<file path="src/hw/rtl/sldrc_pkg.sv">
// Package for the slot list delta-run compressor.
// Holds field widths, the controller state type, the command and status
// structs and the bit-count helper. Depends on nothing.
`default_nettype none

package sldrc_pkg;

  // Field widths
  localparam int ID_W    = 16;
  localparam int REP_W   = 6;
  localparam int WORD_W  = 32;
  localparam int SIZE_W  = 8;
  localparam int DBITS_W = 5;
  localparam int LBITS_W = 3;
  localparam int ENT_W   = ID_W + REP_W;
  localparam int ACC_W   = 64;
  localparam int ACC_CW  = 7;

  // Header is first ID (two bytes) plus the bit-count byte
  localparam int HDR_BITS = 24;

  typedef enum logic [2:0] {
    ST_COLLECT,
    ST_FINISH,
    ST_PREP,
    ST_SIZE,
    ST_STEP,
    ST_APPEND
  } state_t;

  // Controller to datapath
  typedef struct packed {
    logic load;
    logic clear;
    logic prep;
    logic size_load;
    logic append;
    logic emit_word;
    logic emit_special;
  } cmd_t;

  // Datapath to controller
  typedef struct packed {
    logic fault;
    logic short_list;
    logic word_ready;
    logic word_last;
    logic runs_left;
    logic out_free;
  } sts_t;

  // Minimum number of bits to hold v, at least one
  function automatic logic [DBITS_W-1:0] min_bits(input logic [ID_W-1:0] v);
    logic [DBITS_W-1:0] n;
    n = DBITS_W'(1);
    for (int i = 1; i < ID_W; i++) begin
      if (v[i]) n = DBITS_W'(i + 1);
    end
    return n;
  endfunction

endpackage

`default_nettype wire

</file>
<file path="src/hw/rtl/sldrc_ctrl.sv">
// Controller state machine for the slot list delta-run compressor.
// Drives the datapath with sldrc_pkg::cmd_t and reads sldrc_pkg::sts_t.
// Depends on sldrc_pkg.
`default_nettype none

module sldrc_ctrl (
  input  wire logic           clk,
  input  wire logic           rst,
  input  wire logic           in_valid,
  input  wire logic           in_last,
  input  wire logic           in_empty,
  output logic                in_ready,
  input  wire sldrc_pkg::sts_t sts,
  output sldrc_pkg::cmd_t     cmd
);
  import sldrc_pkg::*;

  state_t state;
  state_t state_next;

  // State register
  always_ff @(posedge clk) begin
    if (rst) begin
      state <= ST_COLLECT;
    end else begin
      state <= state_next;
    end
  end

  // Next state
  always_comb begin
    state_next = state;
    case (state)
      ST_COLLECT: begin
        if (in_valid && (in_last || in_empty)) state_next = ST_FINISH;
      end
      ST_FINISH: begin
        if (!(sts.fault || sts.short_list)) begin
          state_next = ST_PREP;
        end else if (sts.out_free) begin
          state_next = ST_COLLECT;
        end
      end
      ST_PREP: state_next = ST_SIZE;
      ST_SIZE: state_next = ST_STEP;
      ST_STEP: begin
        if (sts.word_ready) begin
          if (sts.out_free && sts.word_last) state_next = ST_COLLECT;
        end else if (sts.runs_left) begin
          state_next = ST_APPEND;
        end else begin
          state_next = ST_COLLECT;
        end
      end
      ST_APPEND: state_next = ST_STEP;
      default: state_next = ST_COLLECT;
    endcase
  end

  // Outputs
  always_comb begin
    cmd      = '0;
    in_ready = 1'b0;
    case (state)
      ST_COLLECT: begin
        in_ready = 1'b1;
        cmd.load = in_valid;
      end
      ST_FINISH: begin
        if ((sts.fault || sts.short_list) && sts.out_free) begin
          cmd.emit_special = 1'b1;
          cmd.clear        = 1'b1;
        end
      end
      ST_PREP: cmd.prep = 1'b1;
      ST_SIZE: cmd.size_load = 1'b1;
      ST_STEP: begin
        if (sts.word_ready && sts.out_free) begin
          cmd.emit_word = 1'b1;
          cmd.clear     = sts.word_last;
        end
      end
      ST_APPEND: cmd.append = 1'b1;
      default: cmd = '0;
    endcase
  end

endmodule

`default_nettype wire

</file>
<file path="src/hw/rtl/sldrc_dp.sv">
// Datapath for the slot list delta-run compressor: list state, run
// memory, bit packer and output register. Commanded by sldrc_ctrl.
// Depends on sldrc_pkg.
`default_nettype none

module sldrc_dp #(
  parameter int MAX_SLOTS = 64
) (
  input  wire logic                           clk,
  input  wire logic                           rst,
  input  wire logic [sldrc_pkg::ID_W-1:0]     in_id,
  input  wire logic                           in_empty,
  input  wire sldrc_pkg::cmd_t                cmd,
  output sldrc_pkg::sts_t                     sts,
  output logic                                out_valid,
  input  wire logic                           out_ready,
  output logic [sldrc_pkg::WORD_W-1:0]        out_word,
  output logic                                out_last,
  output logic [sldrc_pkg::SIZE_W-1:0]        out_size,
  output logic                                out_err
);
  import sldrc_pkg::*;

  localparam int RD  = MAX_SLOTS - 1;
  localparam int SCW = $clog2(MAX_SLOTS + 2);
  localparam int RCW = $clog2(RD + 1);
  localparam int RIW = (RD > 1) ? $clog2(RD) : 1;
  localparam int BTW = RCW + DBITS_W;
  localparam logic [SCW-1:0] SC_MAX = SCW'(MAX_SLOTS);
  localparam logic [SCW-1:0] SC_SAT = SCW'(MAX_SLOTS + 1);
  localparam logic [RCW-1:0] RC_MAX = RCW'(RD);

  // List state
  logic [ID_W-1:0]  first_id, first_id_next;
  logic [ID_W-1:0]  prev_id, prev_id_next;
  logic [SCW-1:0]   slot_count, slot_count_next;
  logic [RCW-1:0]   run_count, run_count_next;
  logic [ID_W-1:0]  cur_delta, cur_delta_next;
  logic [REP_W-1:0] cur_repeat, cur_repeat_next;
  logic [ID_W-1:0]  largest_delta, largest_delta_next;
  logic [REP_W-1:0] largest_repeat, largest_repeat_next;
  logic             order_fault, order_fault_next;

  // Run memory
  logic [ENT_W-1:0] run_mem [RD];
  logic             mem_we;
  logic [RIW-1:0]   mem_wa;
  logic [ENT_W-1:0] mem_wd;
  logic [ENT_W-1:0] rd_data;

  // Packer
  logic [DBITS_W-1:0] dbits;
  logic [LBITS_W-1:0] lbits;
  logic [SIZE_W-1:0]  size_bytes;
  logic [ACC_W-1:0]   acc;
  logic [ACC_CW-1:0]  acc_count;
  logic [RCW-1:0]     pk_idx;

  logic [ID_W-1:0]    delta;
  logic [RCW-1:0]     run_dec;
  logic [REP_W-1:0]   cur_inc;
  logic [REP_W-1:0]   lmax;
  logic [DBITS_W-1:0] rbits;
  logic [BTW-1:0]     total_bits;
  logic [ENT_W-1:0]   run_val;

  assign delta   = in_id - prev_id;
  assign run_dec = run_count - RCW'(1);
  assign cur_inc = cur_repeat + REP_W'(1);
  assign lmax    = (cur_repeat > largest_repeat) ? cur_repeat : largest_repeat;
  assign rbits   = dbits + DBITS_W'(lbits);
  assign total_bits = BTW'(run_count) * BTW'(rbits);
  assign run_val = (ENT_W'(rd_data[ENT_W-1:REP_W]) << lbits) | ENT_W'(rd_data[REP_W-1:0]);

  // Next list state and run memory write
  always_comb begin
    first_id_next       = first_id;
    prev_id_next        = prev_id;
    slot_count_next     = slot_count;
    run_count_next      = run_count;
    cur_delta_next      = cur_delta;
    cur_repeat_next     = cur_repeat;
    largest_delta_next  = largest_delta;
    largest_repeat_next = largest_repeat;
    order_fault_next    = order_fault;
    mem_we = 1'b0;
    mem_wa = '0;
    mem_wd = '0;
    if (cmd.clear || (cmd.load && in_empty)) begin
      first_id_next       = '0;
      prev_id_next        = '0;
      slot_count_next     = '0;
      run_count_next      = '0;
      cur_delta_next      = '0;
      cur_repeat_next     = '0;
      largest_delta_next  = '0;
      largest_repeat_next = '0;
      order_fault_next    = 1'b0;
    end else if (cmd.load) begin
      if (slot_count == SC_MAX) begin
        slot_count_next = SC_SAT;
      end else if (slot_count < SC_MAX) begin
        if (slot_count == '0) begin
          first_id_next = in_id;
        end else if (slot_count == SCW'(1)) begin
          // Open the first run
          cur_delta_next      = delta;
          cur_repeat_next     = '0;
          run_count_next      = RCW'(1);
          largest_delta_next  = delta;
          largest_repeat_next = '0;
          mem_we = 1'b1;
          mem_wa = '0;
          mem_wd = {delta, REP_W'(0)};
        end else if (run_count != '0 && run_count <= RC_MAX) begin
          if (delta == cur_delta) begin
            // Extend the current run
            cur_repeat_next = cur_inc;
            mem_we = 1'b1;
            mem_wa = run_dec[RIW-1:0];
            mem_wd = {cur_delta, cur_inc};
          end else if (run_count < RC_MAX) begin
            // Close the current run and open a new one
            if (cur_repeat > largest_repeat) largest_repeat_next = cur_repeat;
            if (in_id < prev_id) order_fault_next = 1'b1;
            if (delta > largest_delta) largest_delta_next = delta;
            cur_delta_next  = delta;
            cur_repeat_next = '0;
            run_count_next  = run_count + RCW'(1);
            mem_we = 1'b1;
            mem_wa = run_count[RIW-1:0];
            mem_wd = {delta, REP_W'(0)};
          end
        end
        prev_id_next    = in_id;
        slot_count_next = slot_count + SCW'(1);
      end
    end
  end

  // List registers
  always_ff @(posedge clk) begin
    if (rst) begin
      first_id       <= '0;
      prev_id        <= '0;
      slot_count     <= '0;
      run_count      <= '0;
      cur_delta      <= '0;
      cur_repeat     <= '0;
      largest_delta  <= '0;
      largest_repeat <= '0;
      order_fault    <= 1'b0;
    end else begin
      first_id       <= first_id_next;
      prev_id        <= prev_id_next;
      slot_count     <= slot_count_next;
      run_count      <= run_count_next;
      cur_delta      <= cur_delta_next;
      cur_repeat     <= cur_repeat_next;
      largest_delta  <= largest_delta_next;
      largest_repeat <= largest_repeat_next;
      order_fault    <= order_fault_next;
    end
  end

  // Run memory: one write port, one registered read port
  always_ff @(posedge clk) begin
    if (mem_we) run_mem[mem_wa] <= mem_wd;
    if (pk_idx < run_count) rd_data <= run_mem[pk_idx[RIW-1:0]];
  end

  // Bit counts, size, and the packing accumulator
  always_ff @(posedge clk) begin
    if (cmd.prep) begin
      dbits <= min_bits(largest_delta);
      lbits <= LBITS_W'(min_bits(ID_W'(lmax)));
    end
    if (cmd.size_load) begin
      size_bytes <= SIZE_W'(3 + ((32'(total_bits) + 7) >> 3));
      acc        <= ACC_W'({dbits, lbits, first_id});
      acc_count  <= ACC_CW'(HDR_BITS);
      pk_idx     <= '0;
    end else if (cmd.append) begin
      acc       <= acc | (ACC_W'(run_val) << acc_count);
      acc_count <= acc_count + ACC_CW'(rbits);
      pk_idx    <= pk_idx + RCW'(1);
    end else if (cmd.emit_word) begin
      acc       <= acc >> WORD_W;
      acc_count <= (acc_count >= ACC_CW'(WORD_W)) ? acc_count - ACC_CW'(WORD_W) : '0;
    end
  end

  // Status to the controller
  always_comb begin
    sts.fault      = order_fault || (slot_count > SC_MAX);
    sts.short_list = (slot_count <= SCW'(1));
    sts.runs_left  = (pk_idx < run_count);
    sts.word_ready = (acc_count >= ACC_CW'(WORD_W)) || (!sts.runs_left && acc_count != '0);
    sts.word_last  = !sts.runs_left && (acc_count <= ACC_CW'(WORD_W));
    sts.out_free   = !out_valid || out_ready;
  end

  // Output register
  always_ff @(posedge clk) begin
    if (rst) begin
      out_valid <= 1'b0;
    end else if (cmd.emit_word || cmd.emit_special) begin
      out_valid <= 1'b1;
    end else if (out_ready) begin
      out_valid <= 1'b0;
    end
  end

  always_ff @(posedge clk) begin
    if (cmd.emit_word) begin
      out_word <= acc[WORD_W-1:0];
      out_last <= sts.word_last;
      out_size <= size_bytes;
      out_err  <= 1'b0;
    end else if (cmd.emit_special) begin
      out_last <= 1'b1;
      if (sts.fault) begin
        out_word <= '0;
        out_size <= '0;
        out_err  <= 1'b1;
      end else begin
        out_word <= (slot_count == SCW'(1)) ? WORD_W'(first_id) : '0;
        out_size <= (slot_count == SCW'(1)) ? SIZE_W'(2) : '0;
        out_err  <= 1'b0;
      end
    end
  end

  // Checks
  a_append_room: assert property (@(posedge clk) disable iff (rst)
    cmd.append |-> acc_count < ACC_CW'(WORD_W))
    else $error("run appended with a full word pending");

  a_clear_after_last: assert property (@(posedge clk) disable iff (rst)
    (cmd.emit_word && sts.word_last) |=> slot_count == '0)
    else $error("list state not cleared after final word");

  a_run_bound: assert property (@(posedge clk) disable iff (rst)
    run_count <= RC_MAX)
    else $error("run count beyond run memory depth");

  a_err_size: assert property (@(posedge clk) disable iff (rst)
    (out_valid && out_err) |-> (out_size == '0 && out_last))
    else $error("error word with non-zero size or not final");

endmodule

`default_nettype wire

</file>
<file path="src/hw/rtl/slot_list_delta_run_compressor_top.sv">
// Top level of the slot list delta-run compressor: stream ports and the
// controller and datapath instances. Depends on sldrc_pkg, sldrc_ctrl
// and sldrc_dp.
//
// Slot IDs of a sorted list enter one transfer per cycle while a list is
// being collected; each ID is folded into runs of equal wrapping delta
// held in an internal run memory. The transfer with tlast (or one with
// the empty flag in tuser, which ends the list at once) starts the
// output phase, during which no input is taken. A list that is empty,
// has one slot, is too long or breaks ordering yields one word. Otherwise
// packing first sets up the bit counts, then the size and header, then
// reads each run from the run memory and appends it through the packer,
// one run at a time, sending each 32-bit word once it fills or the runs
// are done, as the single run-memory read port sets the pace; output
// back-pressure stalls the packer. Every word carries the total byte size;
// the final word of a list carries tlast.
`default_nettype none

module slot_list_delta_run_compressor_top #(
  parameter int MAX_SLOTS = 64
) (
  input  wire logic        clk,
  input  wire logic        rst,
  // tdata: [15:0] slot_id
  input  wire logic [15:0] s_axis_tdata,
  // tuser: [0] empty_list
  input  wire logic        s_axis_tuser,
  input  wire logic        s_axis_tlast,
  input  wire logic        s_axis_tvalid,
  output logic             s_axis_tready,
  // tdata: [31:0] out_word, [39:32] size_bytes
  output logic [39:0]      m_axis_tdata,
  // tuser: [0] error
  output logic             m_axis_tuser,
  output logic             m_axis_tlast,
  output logic             m_axis_tvalid,
  input  wire logic        m_axis_tready
);
  import sldrc_pkg::*;

  cmd_t              cmd;
  sts_t              sts;
  logic [WORD_W-1:0] out_word;
  logic [SIZE_W-1:0] out_size;

  sldrc_ctrl u_ctrl (
    .clk      (clk),
    .rst      (rst),
    .in_valid (s_axis_tvalid),
    .in_last  (s_axis_tlast),
    .in_empty (s_axis_tuser),
    .in_ready (s_axis_tready),
    .sts      (sts),
    .cmd      (cmd)
  );

  sldrc_dp #(
    .MAX_SLOTS (MAX_SLOTS)
  ) u_dp (
    .clk       (clk),
    .rst       (rst),
    .in_id     (s_axis_tdata),
    .in_empty  (s_axis_tuser),
    .cmd       (cmd),
    .sts       (sts),
    .out_valid (m_axis_tvalid),
    .out_ready (m_axis_tready),
    .out_word  (out_word),
    .out_last  (m_axis_tlast),
    .out_size  (out_size),
    .out_err   (m_axis_tuser)
  );

  // Pack the output transfer
  assign m_axis_tdata = {out_size, out_word};

endmodule

`default_nettype wire

</file>
<file path="config.mk">
export PLATFORM = sky130hd
export DESIGN_NAME = slot_list_delta_run_compressor_top
export DESIGN_NICKNAME = d
export VERILOG_FILES = /design/src/hw/rtl/sldrc_pkg.sv /design/src/hw/rtl/sldrc_ctrl.sv /design/src/hw/rtl/sldrc_dp.sv /design/src/hw/rtl/slot_list_delta_run_compressor_top.sv
export SDC_FILE = /design/constraint.sdc
export NUM_CORES = 2
export LEC_CHECK = 0
export BUFFER_PORTS_ARGS = -buffer_cell sky130_fd_sc_hd__buf_4
export CAP_MARGIN = 10
export CORE_MARGIN = 3
export CORE_UTILIZATION = 40
export DETAILED_ROUTE_END_ITERATION = 6
export PLACE_DENSITY = 0.62
export REMOVE_ABC_BUFFERS = 1
export SLEW_MARGIN = 20
export SYNTH_ARGS = -nofsm -noshare
export SYNTH_HDL_FRONTEND = slang
export SYNTH_SLANG_ARGS = --single-unit
</file>
<file path="constraint.sdc">
create_clock -name clk -period 10.9 [get_ports clk]
set_input_delay 1.09 -clock clk [delete_from_list [all_inputs] [get_ports clk]]
set_output_delay 1.09 -clock clk [all_outputs]
set_load 0.005 [all_outputs]
</file>
Word-level counts from Yosys, hierarchy flattened --
Memory sizes are Yosys's and may differ from the RTL's. A register that Yosys moved wholly into a read port is not among the register bits. Index checks and enable logic that the tools add are counted.
Word-level totals: memories 1, latch bits 0, word-level logic and storage cells 219, RAM bits 1386, register bits 229, output and inout port bits 44, memory bits (read-only) 0
Operators by class: equality and inequality tests 12, reduce and logical (&&, ||, !) cells 43, shift operators 2, multiply operators 1, bitwise operators 6, multiplexer cells 108, add/subtract/negate cells 11, order comparisons 11, div/mod/pow operators 0
Memories:
- u_dp.run_mem | words 63, bits a word 22, read ports 1, clocked after memory_dff 1, wr ports 1, line sldrc_dp.sv:45 | logic [ENT_W-1:0] run_mem [RD];
Operators by type and width (count):
- $mux 22 | 9
- $mux 16 | 10
- $mux 6 | 22
- $mux 64 | 2
- $mux 32 | 3
- $or 64x64->64 | 1
- $shl 22x7->64 | 1
- $mux 7 | 5
- $mux 4 | 8
- $mux 3 | 10
- $mux 1 | 26
- $mux 24 | 1
- $mux 8 | 3
- $or 22x6->22 | 1
- $shl 16x3->22 | 1
- $add 6x1->6 const B | 3
- $eq 16x16->1 | 1
- $gt 16x16->1 | 1
- $lt 16x16->1 | 1
- $reduce_and 8->1 | 2
- $reduce_bool 2->1 | 8
- $sub 16x16->16 | 1
- $pmux 3 s5 | 1
- $mux 2 | 7
- other kinds (43) | 66

Logic depth before layout (Yosys ltp) --
depth after elaboration 14, mapped depth 22

Cells and area by module --
A second synthesis with hierarchy kept.
Unflattened totals: cell total of the unflattened synthesis 3991, area, all modules 69201.4 um2
Modules (own cells, without submodules):
- sldrc_dp | cells an instance 3959, times used 1, area an instance 68914.8 um2
- sldrc_ctrl | cells an instance 32, times used 1, area an instance 286.5 um2

Worst setup path before layout --
Ideal clock, no wire load.
path kind in2reg, start input port s_axis_tdata[0], end memory u_dp.run_mem[0][13] (netlist bit), data pin, arrival time 5.948 ns, stages 16, required time 10.357 ns, setup slack 4.410 ns, cells stage by stage inv_1 > ha_1 > fa_1 > nand2b_1 > a21o_1 > nand2_1 > xor3_1 > or3_1 > or4_1 > and4b_1 > buf_4 > buf_4 > a21o_1 > buf_2 > nand2_1 > a21oi_1
On the way: longest elaborated chain between the ends 10, elaborated cells on any way between the ends 11
Ends and longest elaborated chain:
- start, declared | line slot_list_delta_run_compressor_top.sv:25 | input wire logic [15:0] s_axis_tdata,
- $sub 16x16->16 * | line sldrc_dp.sv:67 | assign delta = in_id - prev_id;
- $eq 16x16->1 / $mux 22 (equally long branches) | line sldrc_dp.sv:116, sldrc_dp.sv:122
- $mux 22 | line sldrc_dp.sv:116 | if (delta == cur_delta) begin
- $mux 22 | line sldrc_dp.sv:115 | end else if (run_count != '0 && run_count <= RC_MAX) begin
- $mux 22 * | line sldrc_dp.sv:105 | end else if (slot_count == SCW'(1)) begin
- $mux 22 * | line sldrc_dp.sv:103 | if (slot_count == '0) begin
- $mux 22 * | line sldrc_dp.sv:102 | end else if (slot_count < SC_MAX) begin
- $mux 22 * | line sldrc_dp.sv:100 | if (slot_count == SC_MAX) begin
- $mux 22 * | line sldrc_dp.sv:99 | end else if (cmd.load) begin
- $mux 22 * | line sldrc_dp.sv:89 | if (cmd.clear || (cmd.load && in_empty)) begin
- via u_dp.mem_wd[13] | line sldrc_dp.sv:48 | logic [ENT_W-1:0] mem_wd;
- end, declared | line sldrc_dp.sv:45
Mark *: on every way through the listed nets, which the timed path passes. The rest lies on a longest branch.

Worst setup path after layout --
start input port s_axis_tdata[6], end memory u_dp.run_mem[41][8] (netlist bit), enable pin
On the way: longest elaborated chain between the ends 12, elaborated cells on any way between the ends 20
Ends and longest elaborated chain:
- $sub 16x16->16 * | line sldrc_dp.sv:67
- via u_dp.delta[7] | line sldrc_dp.sv:59 | logic [ID_W-1:0] delta;
- $eq 16x16->1 * | line sldrc_dp.sv:116
- $mux 1 | line sldrc_dp.sv:116
- $mux 1 | line sldrc_dp.sv:115
- $mux 1 | line sldrc_dp.sv:105
- $mux 1 | line sldrc_dp.sv:103
- $mux 1 | line sldrc_dp.sv:102
- $mux 1 | line sldrc_dp.sv:100
- $mux 1 | line sldrc_dp.sv:99
- $mux 1 | line sldrc_dp.sv:89
- $mux 1 | line sldrc_dp.sv:168 | if (mem_we) run_mem[mem_wa] <= mem_wd;
- $mux 1 (implied by the code) | line sldrc_dp.sv:168
Marked as above.

==> reports/qor.csv <==
metric,value,unit
clockBufferDepth,3,
final_cell_mix,"edfxtp_1 (1489), mux4_2 (450), nand2_1 (221)",
tightest_slew,1.13,ns
overflow,0,
gp_congestion,0.854,
h-tree-depth,4,
synth_ff_type,edfxtp_1,
reg2reg_slack,4.87,ns
worstRegToRegCells,14,
hold_depth,2,
setup_tns,0,ns
final_nets,4132,
drc_errors,0,
layout_commonest_cell,edfxtp_1,
numCtsBuffers,163,
synth_warnings,0,
fmax,164,MHz
detail_route.wirelength,168000,µm
min_to,u_dp.prev_id[2],
cts_root_buffer,clkbuf_16,
die_h,420,µm
fin_worst_skew,0.0454,ns
n_antenna_cell,0,
grt_start_max_net_pins,102,
power_density,168,nW/µm²
fin_crit_sh,56.1,%
status,finished clean,
die-width,420,µm
syn_area,68700,µm²
clkLatencyLatePin,0.80,ns
setup_slack,4.79,ns
grt_pass1_vias,35500,
synth.distinct_cells,87,
drv_slew,0,
synthArstFlopShare,0,%
hold_class,reg -> reg,
fp.dieArea,177000,µm²
synth-edff-count,1489,
post_synth.cell_area_avg,17.6,µm²
crit_fanout,22,
rsz0062_at_grt,false,
r2r_start,u_dp.prev_id[6],
cts_hold_buf,0,
core,170000,µm²
firstDrtPassIters,5,
place_hpwl,103000,µm
antenna_found_initial,10,
r2r_end,u_dp.run_mem[41][8],
avgRoutedWirePerCell,26.4,µm
cts.sinks,1637,
total_leakage_power,21.4,nW
grt_pass1_wl,248000,µm
start_kind,primary input,
via_per_inst,5.73,
area_growth_syn_to_layout,13.2,%
start_util,40.4,%
hold_viol,0,
max-cap-violations,0,
period_minus_slack,6.11,ns
cp.arrival,6.53,ns
cp.required,11.31,ns
io-pin-count,66,
yosysSeqAreaShare,69.4,%
synth-seq-cells,1637,
cts_setup_buffers,0,
pre_cts_ws,3.76,ns
rows,151,
criticalPathCategory,in -> reg,
grt_usage,19.0,%
relSlewSlack,24.3,%
clk_pin_slew,0.06,ns
setup_viol,0,
port_buffers,65,
endpoint_kind,flip-flop,
ant_nets,0,
drt_iter0_drc,3957,
vdd_drop_max,0.168,mV
vias,36500,
syn_inst,3896,
cts_tree,done,
hold_path_startpoint,u_dp.prev_id[2],
total_power,13.1,mW
drive_above_1_share,24.0,%
post_cts_resized,0,
[report_power, final]
part           total, mW  switching, mW  internal (mW)  leakage [nW]
registers           6.82         0.0319           6.79          12.3
logic              0.656          0.410          0.246          6.44
clock network       5.58           2.36           3.22          2.57
total               13.1           2.80           10.3          21.4
[synthesized netlist by cell type (all sizes together), types with 4 or more instances]
cell type,number,area [µm²]
or4,6,48.8
a21o,16,128
clkbuf,148,556
a22oi,19,143
ha,78,976
o211ai,10,80.1
clkinv,4,15.0
o31ai,4,35.0
xnor2,32,280
fa,18,360
nand2,222,833
mux4,450,10100
a31oi,19,119
xnor3,8,180
or2,4,25.0
nor2b,22,138
dfxtp,148,2960
inv,99,372
edfxtp,1489,44700
and2,48,300
a22o,24,210
a211oi,26,195
o22ai,19,119
xor2,18,158
o21a,10,75.1
o21bai,5,37.5
nand4b,5,58.8
or3,8,50.1
nand2b,17,114
buf,74,319
mux2,30,338
nand4,14,87.6
nor2,246,946
a221oi,6,58.8
nand3,28,140
nor3,32,165
o21ai,137,686
nor4,15,109
a21oi,189,957
mux2i,88,881
and3,11,68.8
[per-stage QoR]
stage / utilization, % / cells / cell area, µm² / hold WS, ns
2_1_floorplan: - / 3674 / 67800 / 0.432
3_3_place_gp: 42.5 / 6065 / 72300 / 0.442
3_5_place_dp: 42.6 / 6065 / 72400 / 0.446
4_1_cts: 45.7 / 6362 / 77700 / 0.455
5_1_grt: 45.7 / 6364 / 77700 / 0.473
6_report: 45.7 / 6364 / 77700 / 0.459
[layer usage]
layer	GRT usage (%)	vias up	part of all wire, %
met3	3.19	203	6.4
met4	5.08	4	2.4
li1	-	15800	-
met2	28.7	1282	46
met1	28.7	19200	45
met5	0	-	0.016
[worst max-delay path by stage]
stage                     slack [ns]              endpoint            start  cells past startpoint
after floorplan                -6.29         u_dp.out_last   u_dp.pk_idx[0]                      9
after global routing            4.61  u_dp.run_mem[41][10]  s_axis_tdata[6]                     14
final                           4.79   u_dp.run_mem[41][8]  s_axis_tdata[6]                     14
after global placement          3.88  u_dp.run_mem[44][16]  s_axis_tdata[6]                     14
after CTS                       4.60  u_dp.run_mem[46][19]  s_axis_tdata[6]                     14
after detailed placement        3.76   u_dp.run_mem[46][8]  s_axis_tdata[6]                     14
[registers in the layout (all words and copies together), names as in the netlist, 5 cells and up]
| name | cells |
|---|---|
| u_dp.out_size | 8 |
| u_dp.first_id | 16 |
| u_dp.acc | 64 |
| u_dp.acc_count | 7 |
| u_dp.cur_delta | 16 |
| u_dp.run_count | 6 |
| u_dp.dbits | 5 |
| u_dp.size_bytes | 8 |
| u_dp.run_mem | 1386 |
| u_dp.rd_data | 22 |
| u_dp.cur_repeat | 6 |
| u_dp.largest_repeat | 6 |
| u_dp.largest_delta | 16 |
| u_dp.pk_idx | 6 |
| u_dp.slot_count | 7 |
| u_dp.prev_id | 16 |
| u_dp.out_word | 32 |
[cell type report]
type                            instances  area, µm²
Fill cell                           14400      92300
Inverter                              103        387
Sequential cell                      1637      47700
Clock inverter                         86       1000
Multi-Input combinational cell       1934      20200
Timing Repair Buffer                  175       1350
Clock buffer                          211       4320
Tap cell                             2218       2780
[critical path, stage by stage]
cell and delay (ns):
buf_4 0.12, ha_1 0.46, and2_1 0.29, nor3_1 0.08, a311o_1 0.37, a2111oi_4 0.51, xor2_1 0.13, or4_1 0.61
and4b_1 0.28, buf_4 0.26, o21ai_1 0.13, a21oi_2 0.33, nand4b_1 0.86, nor2_4 0.96
[logic make-up after synthesis]
logic type | share of synthesized area [%]
buffers and inverters | 1.84
adders and majority gates | 1.95
muxes | 16.5
DFF | 69.4
and+or+nand+nor | 4.66
xor gates and xnor gates | 0.969
AOI/OAI and AO/OA | 4.62
No activity file was read; power rests on OpenSTA's default activity.
